$ cat src/rtl/ket_pkg.sv
`timescale 1ns / 1ps
// Shared constants, codes and types of the keyed entry table.
// No dependencies; used by every module of the block.
package ket_pkg;

   localparam int ENTRIES     = 16;
   localparam int HANDLE_BITS = 16;

   localparam int KEY_W    = 64;
   localparam int CMD_W    = 2;
   localparam int STATUS_W = 2;
   localparam int FOUND_W  = 16;
   localparam int USED_W   = 5;
   localparam int HSW      = (HANDLE_BITS < FOUND_W) ? HANDLE_BITS : FOUND_W;
   localparam int IDX_W    = (ENTRIES > 1) ? $clog2(ENTRIES) : 1;
   localparam int CNT_W    = $clog2(ENTRIES + 1);

   localparam logic [CMD_W-1:0] CMD_LOOKUP = 2'd0;
   localparam logic [CMD_W-1:0] CMD_INSERT = 2'd1;
   localparam logic [CMD_W-1:0] CMD_REMOVE = 2'd2;

   localparam logic [STATUS_W-1:0] ST_OK   = 2'd0;
   localparam logic [STATUS_W-1:0] ST_FULL = 2'd1;
   localparam logic [STATUS_W-1:0] ST_DUP  = 2'd2;
   localparam logic [STATUS_W-1:0] ST_MISS = 2'd3;

   typedef enum logic [1:0] {
      OP_NONE,
      OP_INSERT,
      OP_REMOVE
   } op_type;

   typedef struct packed {
      logic [KEY_W-1:0] key;
      logic [HSW-1:0]   handle;
      op_type           op;
   } cell_ctl_type;

   typedef struct packed {
      logic           valid;
      logic           hit;
      logic [HSW-1:0] handle;
   } probe_type;

endpackage

$ cat src/rtl/ket_cell.sv
`timescale 1ns / 1ps
// One table cell: holds one key and handle, compares a passing probe and
// shifts its entry to a neighbor on insert or remove. Depends on ket_pkg.
module ket_cell import ket_pkg::*; (
   input  logic               clock,
   input  logic               reset,
   input  logic [IDX_W-1:0]   idx,
   input  logic [CNT_W-1:0]   cnt,
   input  cell_ctl_type       ctl,
   input  logic [KEY_W-1:0]   prev_key,
   input  logic [HSW-1:0]     prev_handle,
   input  logic [KEY_W-1:0]   next_key,
   input  logic [HSW-1:0]     next_handle,
   input  probe_type          probe_in,
   output probe_type          probe_out,
   output logic [KEY_W-1:0]   key_out,
   output logic [HSW-1:0]     handle_out
);

   logic [KEY_W-1:0] key_ff;
   logic [HSW-1:0]   handle_ff;
   logic             shift_ff;
   probe_type        probe_ff;
   probe_type        probe_in_w;
   logic             here;

   assign here = probe_in.valid && (CNT_W'(idx) < cnt) && (key_ff == ctl.key);

   always_comb begin
      probe_in_w.valid  = probe_in.valid;
      probe_in_w.hit    = probe_in.hit | here;
      probe_in_w.handle = here ? handle_ff : probe_in.handle;
   end

   always_ff @(posedge clock) begin
      if (reset) begin
         probe_ff <= '0;
         shift_ff <= 1'b0;
      end else begin
         probe_ff <= probe_in_w;
         if (probe_in.valid) begin
            shift_ff <= probe_in.hit | here;
         end
      end
   end

   always_ff @(posedge clock) begin
      if (ctl.op == OP_INSERT) begin
         key_ff    <= prev_key;
         handle_ff <= prev_handle;
      end else if (ctl.op == OP_REMOVE && shift_ff) begin
         key_ff    <= next_key;
         handle_ff <= next_handle;
      end
   end

   assign probe_out  = probe_ff;
   assign key_out    = key_ff;
   assign handle_out = handle_ff;

endmodule

$ cat src/rtl/ket_ctrl.sv
`timescale 1ns / 1ps
// Command sequencer: takes an item, launches a probe down the cell chain,
// decides the outcome, drives the cell update and the result register.
// Depends on ket_pkg.
module ket_ctrl import ket_pkg::*; (
   input  logic                clock,
   input  logic                reset,
   input  logic                req_tvalid,
   output logic                req_tready,
   input  logic [79:0]         req_tdata,   // client_key[63:0], entry_handle[79:64]
   input  logic [CMD_W-1:0]    req_tuser,   // cmd[1:0]
   output logic                rsp_tvalid,
   input  logic                rsp_tready,
   output logic [23:0]         rsp_tdata,   // found_handle[15:0], entries_used[20:16]
   output logic [STATUS_W-1:0] rsp_tuser,   // status[1:0]
   output cell_ctl_type        cell_ctl,
   output probe_type           probe_start,
   input  probe_type           probe_done,
   output logic [CNT_W-1:0]    cnt
);

   typedef enum logic [1:0] {
      ST_IDLE,
      ST_SCAN,
      ST_OUT
   } state_type;

   state_type           state_ff;
   logic [CMD_W-1:0]    cmd_ff;
   logic [KEY_W-1:0]    key_ff;
   logic [HSW-1:0]      hnd_ff;
   logic [CNT_W-1:0]    cnt_ff;
   logic                start_ff;
   op_type              op_ff;
   logic [STATUS_W-1:0] status_ff;
   logic [HSW-1:0]      found_ff;
   logic                rsp_valid_ff;
   logic [STATUS_W-1:0] rsp_status_ff;
   logic [FOUND_W-1:0]  rsp_found_ff;
   logic [USED_W-1:0]   rsp_used_ff;

   logic [STATUS_W-1:0] dec_status;
   logic [HSW-1:0]      dec_found;
   op_type              dec_op;
   logic [CNT_W-1:0]    dec_cnt;
   logic                out_free;

   assign out_free = !rsp_valid_ff || rsp_tready;

   always_comb begin
      dec_status = ST_OK;
      dec_found  = '0;
      dec_op     = OP_NONE;
      dec_cnt    = cnt_ff;
      case (cmd_ff)
         CMD_LOOKUP: begin
            if (probe_done.hit) begin
               dec_found = probe_done.handle;
            end else begin
               dec_status = ST_MISS;
            end
         end
         CMD_INSERT: begin
            if (cnt_ff == CNT_W'(ENTRIES)) begin
               dec_status = ST_FULL;
            end else if (probe_done.hit) begin
               dec_status = ST_DUP;
            end else begin
               dec_op  = OP_INSERT;
               dec_cnt = CNT_W'(cnt_ff + 1'b1);
            end
         end
         CMD_REMOVE: begin
            if (probe_done.hit) begin
               dec_found = probe_done.handle;
               dec_op    = OP_REMOVE;
               dec_cnt   = CNT_W'(cnt_ff - 1'b1);
            end else begin
               dec_status = ST_MISS;
            end
         end
         default: begin
            dec_status = ST_OK;
         end
      endcase
   end

   always_ff @(posedge clock) begin
      if (reset) begin
         state_ff     <= ST_IDLE;
         cnt_ff       <= '0;
         start_ff     <= 1'b0;
         op_ff        <= OP_NONE;
         rsp_valid_ff <= 1'b0;
      end else begin
         start_ff <= (state_ff == ST_IDLE) && req_tvalid;
         op_ff    <= (state_ff == ST_SCAN && probe_done.valid) ? dec_op : OP_NONE;
         if (state_ff == ST_OUT && out_free) begin
            rsp_valid_ff <= 1'b1;
         end else if (rsp_valid_ff && rsp_tready) begin
            rsp_valid_ff <= 1'b0;
         end
         case (state_ff)
            ST_IDLE: begin
               if (req_tvalid) begin
                  cmd_ff   <= req_tuser;
                  key_ff   <= req_tdata[63:0];
                  hnd_ff   <= HSW'(req_tdata[79:64]);
                  state_ff <= ST_SCAN;
               end
            end
            ST_SCAN: begin
               if (probe_done.valid) begin
                  status_ff <= dec_status;
                  found_ff  <= dec_found;
                  cnt_ff    <= dec_cnt;
                  state_ff  <= ST_OUT;
               end
            end
            ST_OUT: begin
               if (out_free) begin
                  rsp_status_ff <= status_ff;
                  rsp_found_ff  <= FOUND_W'(found_ff);
                  rsp_used_ff   <= USED_W'(cnt_ff);
                  state_ff      <= ST_IDLE;
               end
            end
            default: begin
               state_ff <= ST_IDLE;
            end
         endcase
      end
   end

   assign req_tready = (state_ff == ST_IDLE);
   assign rsp_tvalid = rsp_valid_ff;
   assign rsp_tuser  = rsp_status_ff;
   assign rsp_tdata  = {3'b000, rsp_used_ff, rsp_found_ff};

   assign cell_ctl.key    = key_ff;
   assign cell_ctl.handle = hnd_ff;
   assign cell_ctl.op     = op_ff;

   assign probe_start.valid  = start_ff;
   assign probe_start.hit    = 1'b0;
   assign probe_start.handle = '0;

   assign cnt = cnt_ff;

   a_accept_starts_probe: assert property (@(posedge clock) disable iff (reset)
      req_tvalid && req_tready |=> state_ff == ST_SCAN && start_ff)
      else $error("accepted item did not launch a probe");

   a_probe_done_in_scan: assert property (@(posedge clock) disable iff (reset)
      probe_done.valid |-> state_ff == ST_SCAN)
      else $error("probe finished outside of a scan");

   a_update_after_scan: assert property (@(posedge clock) disable iff (reset)
      op_ff != OP_NONE |-> state_ff == ST_OUT && $past(probe_done.valid))
      else $error("cell update not tied to a finished scan");

   a_rsp_from_out: assert property (@(posedge clock) disable iff (reset)
      $rose(rsp_valid_ff) |-> $past(state_ff) == ST_OUT)
      else $error("result raised outside of output state");

   a_insert_counts: assert property (@(posedge clock) disable iff (reset)
      op_ff == OP_INSERT |-> cnt_ff != '0)
      else $error("insert left the table empty");

endmodule

$ cat src/rtl/keyed_entry_table_unit.sv
`timescale 1ns / 1ps
// Top level of the keyed entry table: sequencer plus a chain of table cells.
// Depends on ket_pkg, ket_cell and ket_ctrl.
//
// Usage:
//   req channel: req_tuser carries cmd (lookup, insert, remove); req_tdata
//   carries the 64-bit key and the handle stored on insert.
//   rsp channel: one item per request; rsp_tuser carries the status
//   (ok, full, duplicate, not found), rsp_tdata the found handle and the
//   number of entries in use after the command.
//   Each command sends a probe through the cell chain, one cell per cycle,
//   then updates all cells together: insert shifts every entry up and
//   puts the new one in cell 0, remove shifts the entries above the match
//   down by one.
//   From accept, the probe walks the chain, a decide step registers the
//   outcome and the output register offers the result. One command is in
//   flight at a time; the next can be taken from the cycle after its result
//   is loaded into the output register, so no new request is taken until
//   the last result is loaded, which waits while the receiver holds off.
//   Reset empties the table and drops any result not yet taken. While
//   rsp_tready is low a result holds and no further command completes.
module keyed_entry_table_unit import ket_pkg::*; (
   input  logic                clock,
   input  logic                reset,
   input  logic                req_tvalid,
   output logic                req_tready,
   input  logic [79:0]         req_tdata,   // client_key[63:0], entry_handle[79:64]
   input  logic [CMD_W-1:0]    req_tuser,   // cmd[1:0]
   output logic                rsp_tvalid,
   input  logic                rsp_tready,
   output logic [23:0]         rsp_tdata,   // found_handle[15:0], entries_used[20:16]
   output logic [STATUS_W-1:0] rsp_tuser    // status[1:0]
);

   cell_ctl_type     cell_ctl;
   logic [CNT_W-1:0] cnt;
   probe_type        probes [0:ENTRIES];
   logic [KEY_W-1:0] keys [0:ENTRIES-1];
   logic [HSW-1:0]   handles [0:ENTRIES-1];

   ket_ctrl u_ctrl (
      .clock       (clock),
      .reset       (reset),
      .req_tvalid  (req_tvalid),
      .req_tready  (req_tready),
      .req_tdata   (req_tdata),
      .req_tuser   (req_tuser),
      .rsp_tvalid  (rsp_tvalid),
      .rsp_tready  (rsp_tready),
      .rsp_tdata   (rsp_tdata),
      .rsp_tuser   (rsp_tuser),
      .cell_ctl    (cell_ctl),
      .probe_start (probes[0]),
      .probe_done  (probes[ENTRIES]),
      .cnt         (cnt)
   );

   for (genvar i = 0; i < ENTRIES; i++) begin : g_cell
      logic [KEY_W-1:0] prev_key;
      logic [HSW-1:0]   prev_handle;
      logic [KEY_W-1:0] next_key;
      logic [HSW-1:0]   next_handle;

      if (i == 0) begin : g_first
         assign prev_key    = cell_ctl.key;
         assign prev_handle = cell_ctl.handle;
      end else begin : g_mid
         assign prev_key    = keys[i-1];
         assign prev_handle = handles[i-1];
      end

      if (i == ENTRIES - 1) begin : g_last
         assign next_key    = keys[i];
         assign next_handle = handles[i];
      end else begin : g_inner
         assign next_key    = keys[i+1];
         assign next_handle = handles[i+1];
      end

      ket_cell u_cell (
         .clock       (clock),
         .reset       (reset),
         .idx         (IDX_W'(i)),
         .cnt         (cnt),
         .ctl         (cell_ctl),
         .prev_key    (prev_key),
         .prev_handle (prev_handle),
         .next_key    (next_key),
         .next_handle (next_handle),
         .probe_in    (probes[i]),
         .probe_out   (probes[i+1]),
         .key_out     (keys[i]),
         .handle_out  (handles[i])
      );
   end

endmodule

$ cat config.mk
export PLATFORM = sky130hd
export DESIGN_NAME = keyed_entry_table_unit
export DESIGN_NICKNAME = d
export VERILOG_FILES = /design/src/rtl/ket_pkg.sv /design/src/rtl/ket_cell.sv /design/src/rtl/ket_ctrl.sv /design/src/rtl/keyed_entry_table_unit.sv
export SDC_FILE = /design/constraint.sdc
export NUM_CORES = 2
export LEC_CHECK = 0
export BUFFER_PORTS_ARGS = -buffer_cell sky130_fd_sc_hd__buf_2
export CAP_MARGIN = 20
export CORE_MARGIN = 1.5
export CORE_UTILIZATION = 57
export CTS_BUF_LIST = sky130_fd_sc_hd__clkbuf_4 sky130_fd_sc_hd__clkbuf_8
export DETAILED_ROUTE_END_ITERATION = 10
export PLACE_DENSITY = 0.73
export SKIP_LAST_GASP = 1
export SLEW_MARGIN = 20
export SYNTH_ARGS = -nofsm -noshare
export SYNTH_HDL_FRONTEND = slang
export SYNTH_SLANG_ARGS = --single-unit
$ cat constraint.sdc
create_clock -name clock -period 13.3 [get_ports clock]
set_clock_uncertainty 0.1 [all_clocks]
set_input_delay 0.665 -clock clock [delete_from_list [all_inputs] [get_ports clock]]
set_output_delay 0.665 -clock clock [all_outputs]
set_load 0.01 [all_outputs]
==> flow_summary_export.csv <==
group,metric,value,unit
outcome,run_status,"completed",
clocking,cts.clk_slew.worst_paths,0.06,ns
critical_path,path_class,"register to register",
power_and_ir_drop,power.switching,2430,uW
global_route,grt_pass1_vias,52586,
detailed_routing,first_pass_iters,8,
critical_path,crit_path_end_kind,"register",
clocking,cts_max_level,5,
logic_synthesis,synth.yosys.seq_area_share,59.8,%
worst_hold_path,hold_path_class,"input port to register",
final_layout,final_nets,6196,
power_and_ir_drop,vdd_drop_max,0.0000892,V
critical_path,r2r_cells,6,
logic_synthesis,yosys_warnings,0,
clocking,clk_latency,1.04,ns
sta,worst_pin_slew,1.20,ns
sta,max_freq,195,MHz
power_and_ir_drop,intPower,8510,uW
power_and_ir_drop,p_sw_share,22.2,%
global_route,grt_max_degree,116,
detailed_routing,routedWlPerCell,34.6,um
clocking,cts-root-buf,"clkbuf_8",
sta,slew_headroom,19.2,%
global_route,grtUsageTotal,38.6,%
logic_synthesis,synth_cells,5891,
floorplan,io_pins,114,
sta,rsz0062_at_grt,"no",
global_route,grt_pass1_wl,395000,um
clocking,cts_resized,0,
detailed_routing,drt-total-wl,284000,um
worst_hold_path,hold_depth,2,
detailed_routing,ant_nets,0,
placed_design,dpl.hpwl,204000,um
logic_synthesis,ys_async_sr_fraction,0,%
power_and_ir_drop,power_frac_seq,52.6,%
global_route,grt_overflow,0,
logic_synthesis,yosys.area.top_type_share,52.1,%
final_layout,nFillCells,10898,
critical_path,cp.arrival,5.78,ns
critical_path,worst_setup_path_start_kind,"register",
placed_design,post-place-ws,8.36,ns
clocking,cts_tree,"yes",
detailed_routing,vias_per_cell,6.64,
logic_synthesis,yosys-top-cells-area,"edfxtp_1 (52%), mux2_2 (16%), dfxtp_1 (7.8%), xnor2_1 (6.4%), xor2_1 (2.4%)",
detailed_routing,drc,0,
sta,slew_viol_final,0,
final_layout,area_delta_synth_final,10.9,%
logic_synthesis,ys_types,66,
final_layout,drive_gt1_share,30.5,%
critical_path,worstReg2RegStart,"u_ctrl.op_ff[0]$_SDFF_PP0_",
critical_path,timing.rr.end,"g_cell[12].u_cell.key_out[29]$_DFFE_PP_",
clocking,clock_path_buffers,4,
placed_design,port_buffers,110,
floorplan,dieHeight,380,um
final_layout,seq_area,48400,um^2
logic_synthesis,synth_seq_cells,1717,
floorplan,num_rows,138,
sta,hold_viol_final,0,
floorplan,core_area,141000,um^2
run,maxCapViolCount,0,
floorplan,chipWidth,380,um
placed_design,gp_congestion,1.05,
logic_synthesis,syn_avg_cell_area,13.7,um^2
logic_synthesis,synth_area,80900,um^2
logic_synthesis,ys.flop_type,"edfxtp_1",
power_and_ir_drop,p_leak,0.0225,uW
sta,setup_viol,0,
sta,setup_tns,0,ns
critical_path,cp_max_fo,79,
sta,setup_slack,8.17,ns
logic_synthesis,yosys.area.top_type,"edfxtp_1",
floorplan,die-area,144000,um^2
power_and_ir_drop,power_frac_clock,44.1,%
clocking,clock-sinks,1717,
worst_hold_path,hold_start,"req_tdata[5]",
global_route,antenna_found_initial,18,
detailed_routing,first_iter_violations,8916,
worst_hold_path,holdPathEnd,"u_ctrl.key_ff[5]$_DFFE_PP_",
critical_path,worst_ep_required_time,13.95,ns
final_layout,fin_util,63.5,%
clocking,cts_buffers,300,
critical_path,reg2reg_slack,8.17,ns
detailed_routing,vias,54466,
logic_synthesis,synth_edf_count,1403,
power_and_ir_drop,powerDensity,122,nW/um^2
final_layout,multi_input_area,30500,um^2
power_and_ir_drop,comb_power_share,3.3,%
floorplan,start_util,57.3,%
sta,finalCritPeriodShare,38.6,%
sta,fin_crit,5.13,ns
[area by class of cell]
type                       instances  share of cell area (%)
antenna                            8                  0.0223
clock buffer                     447                    6.05
clock inverter                    60                   0.392
inverter                          93                   0.389
multi-input combinational       3679                    34.0
sequential                      1717                    53.9
tap                             1890                    2.63
timing repair buffer             312                    2.56
[power by group through the flow]
stage	registers [uW]	logic [uW]	clock network (uW)
6_report	5750	360	4820
5_1_grt	5750	359	5080
4_1_cts	5750	339	4860
3_5_place_dp	5870	318	0
3_3_place_gp	5870	317	0
2_1_floorplan	5870	173	0
[placed cells by master (no fill, tap or decap), types with 115 or more instances in the layout]
master and count:
nand3_1 224, edfxtp_1 1403, clkbuf_8 333, clkbuf_4 115
a21oi_1 263, nand2b_1 117, xor2_1 226, xnor2_1 592
dfxtp_1 314, mux2_2 1176, o21ai_0 238, buf_4 115
nand4_1 193
[routing by layer]
layer  track usage, %  share of wire (%)
met5                0              0.039
met2             57.1                 44
met4             15.9                4.7
met1             51.0                 38
met3             14.6                 14
[what timing repair did]
item                                   CTS  global route
endpoints found under the hold margin  132             0
buffers inserted                         0             0
setup endpoints to repair                0             0
hold buffers                            85             0
[cell usage after synthesis, types with 4 or more instances]
cell / number
a21oi_1: 263
o2bb2ai_1: 19
buf_1: 4
o21ai_1: 31
or4_1: 6
a221o_1: 5
o2111ai_1: 40
a2111oi_0: 19
nor3b_1: 4
o21ai_0: 239
ha_1: 7
nor4_1: 106
buf_2: 146
edfxtp_1: 1403
xor2_1: 226
xnor2_1: 592
nand3_1: 224
a221oi_1: 4
nand4_1: 193
mux2_2: 1176
a22o_1: 16
nor3_1: 20
inv_2: 11
and4_1: 22
and3_1: 8
clkbuf_1: 232
nand2b_1: 117
a311oi_1: 13
nand2_1: 55
nor2b_1: 86
a2111o_1: 6
o221ai_1: 13
o211ai_1: 4
a21o_1: 18
nor2_1: 50
inv_1: 82
o22ai_1: 23
dfxtp_1: 314
a211oi_1: 5
buf_4: 17
and2_1: 34
buf_6: 5
[cells by family (layout without fill, tap and decap cells)]
logic type | count (synthesis) | in the layout | synth area share, %
flip-flops | 1717 | 1717 | 59.8
AND/OR/NAND/NOR | 944 | 944 | 6.80
XOR/XNOR | 818 | 818 | 8.86
buffers and inverters | 497 | 912 | 2.66
AO/OA/AOI/OAI | 731 | 731 | 5.36
other | 1 | 11 | 0.00464
multiplexers | 1176 | 1176 | 16.4
adder cells (fa/ha/maj) | 7 | 7 | 0.108
[registers in the layout, indices dropped and copies added (netlist names), 5 cells and up]
name,flops
g_cell.u_cell.handle_out,256
g_cell.u_cell.key_out,1024
g_cell.u_cell.probe_out,288
g_cell.u_cell.shift_ff,15
u_ctrl.cnt,5
u_ctrl.found_ff,16
u_ctrl.hnd_ff,16
u_ctrl.key_ff,64
u_ctrl.rsp_found_ff,16
u_ctrl.rsp_used_ff,5
[worst max-delay path: stages, from the launching register on]
cell     delay (ns)
dfxtp_1        0.35
nor2b_4        0.47
buf_4          0.76
buf_4          0.83
buf_4          0.83
buf_4          0.90
mux2_2         0.43
[how the worst max path moves through the flow]
stage	from	to	slack [ns]
6_report	u_ctrl.op_ff[0]$_SDFF_PP0_	g_cell[12].u_cell.key_out[29]$_DFFE_PP_	8.17
5_1_grt	u_ctrl.op_ff[0]$_SDFF_PP0_	g_cell[14].u_cell.key_out[49]$_DFFE_PP_	7.98
4_1_cts	u_ctrl.op_ff[0]$_SDFF_PP0_	g_cell[12].u_cell.key_out[29]$_DFFE_PP_	8.31
3_5_place_dp	u_ctrl.op_ff[0]$_SDFF_PP0_	g_cell[12].u_cell.key_out[29]$_DFFE_PP_	8.36
3_3_place_gp	u_ctrl.op_ff[0]$_SDFF_PP0_	g_cell[13].u_cell.key_out[51]$_DFFE_PP_	8.40
2_1_floorplan	reset	u_ctrl.cmd_ff[0]$_DFFE_PP_	5.88
[per-stage QoR]
stage	hold slack, ns	cells	instance area, um^2	total power (uW)
2_1_floorplan	0.300	5893	80900	6040
3_3_place_gp	0.300	7604	83000	6180
3_5_place_dp	0.305	7605	83100	6190
4_1_cts	0.182	8197	89700	11000
5_1_grt	0.215	8202	89700	11200
6_report	0.247	8206	89800	10900
No activity file was read; power rests on OpenSTA's default activity.
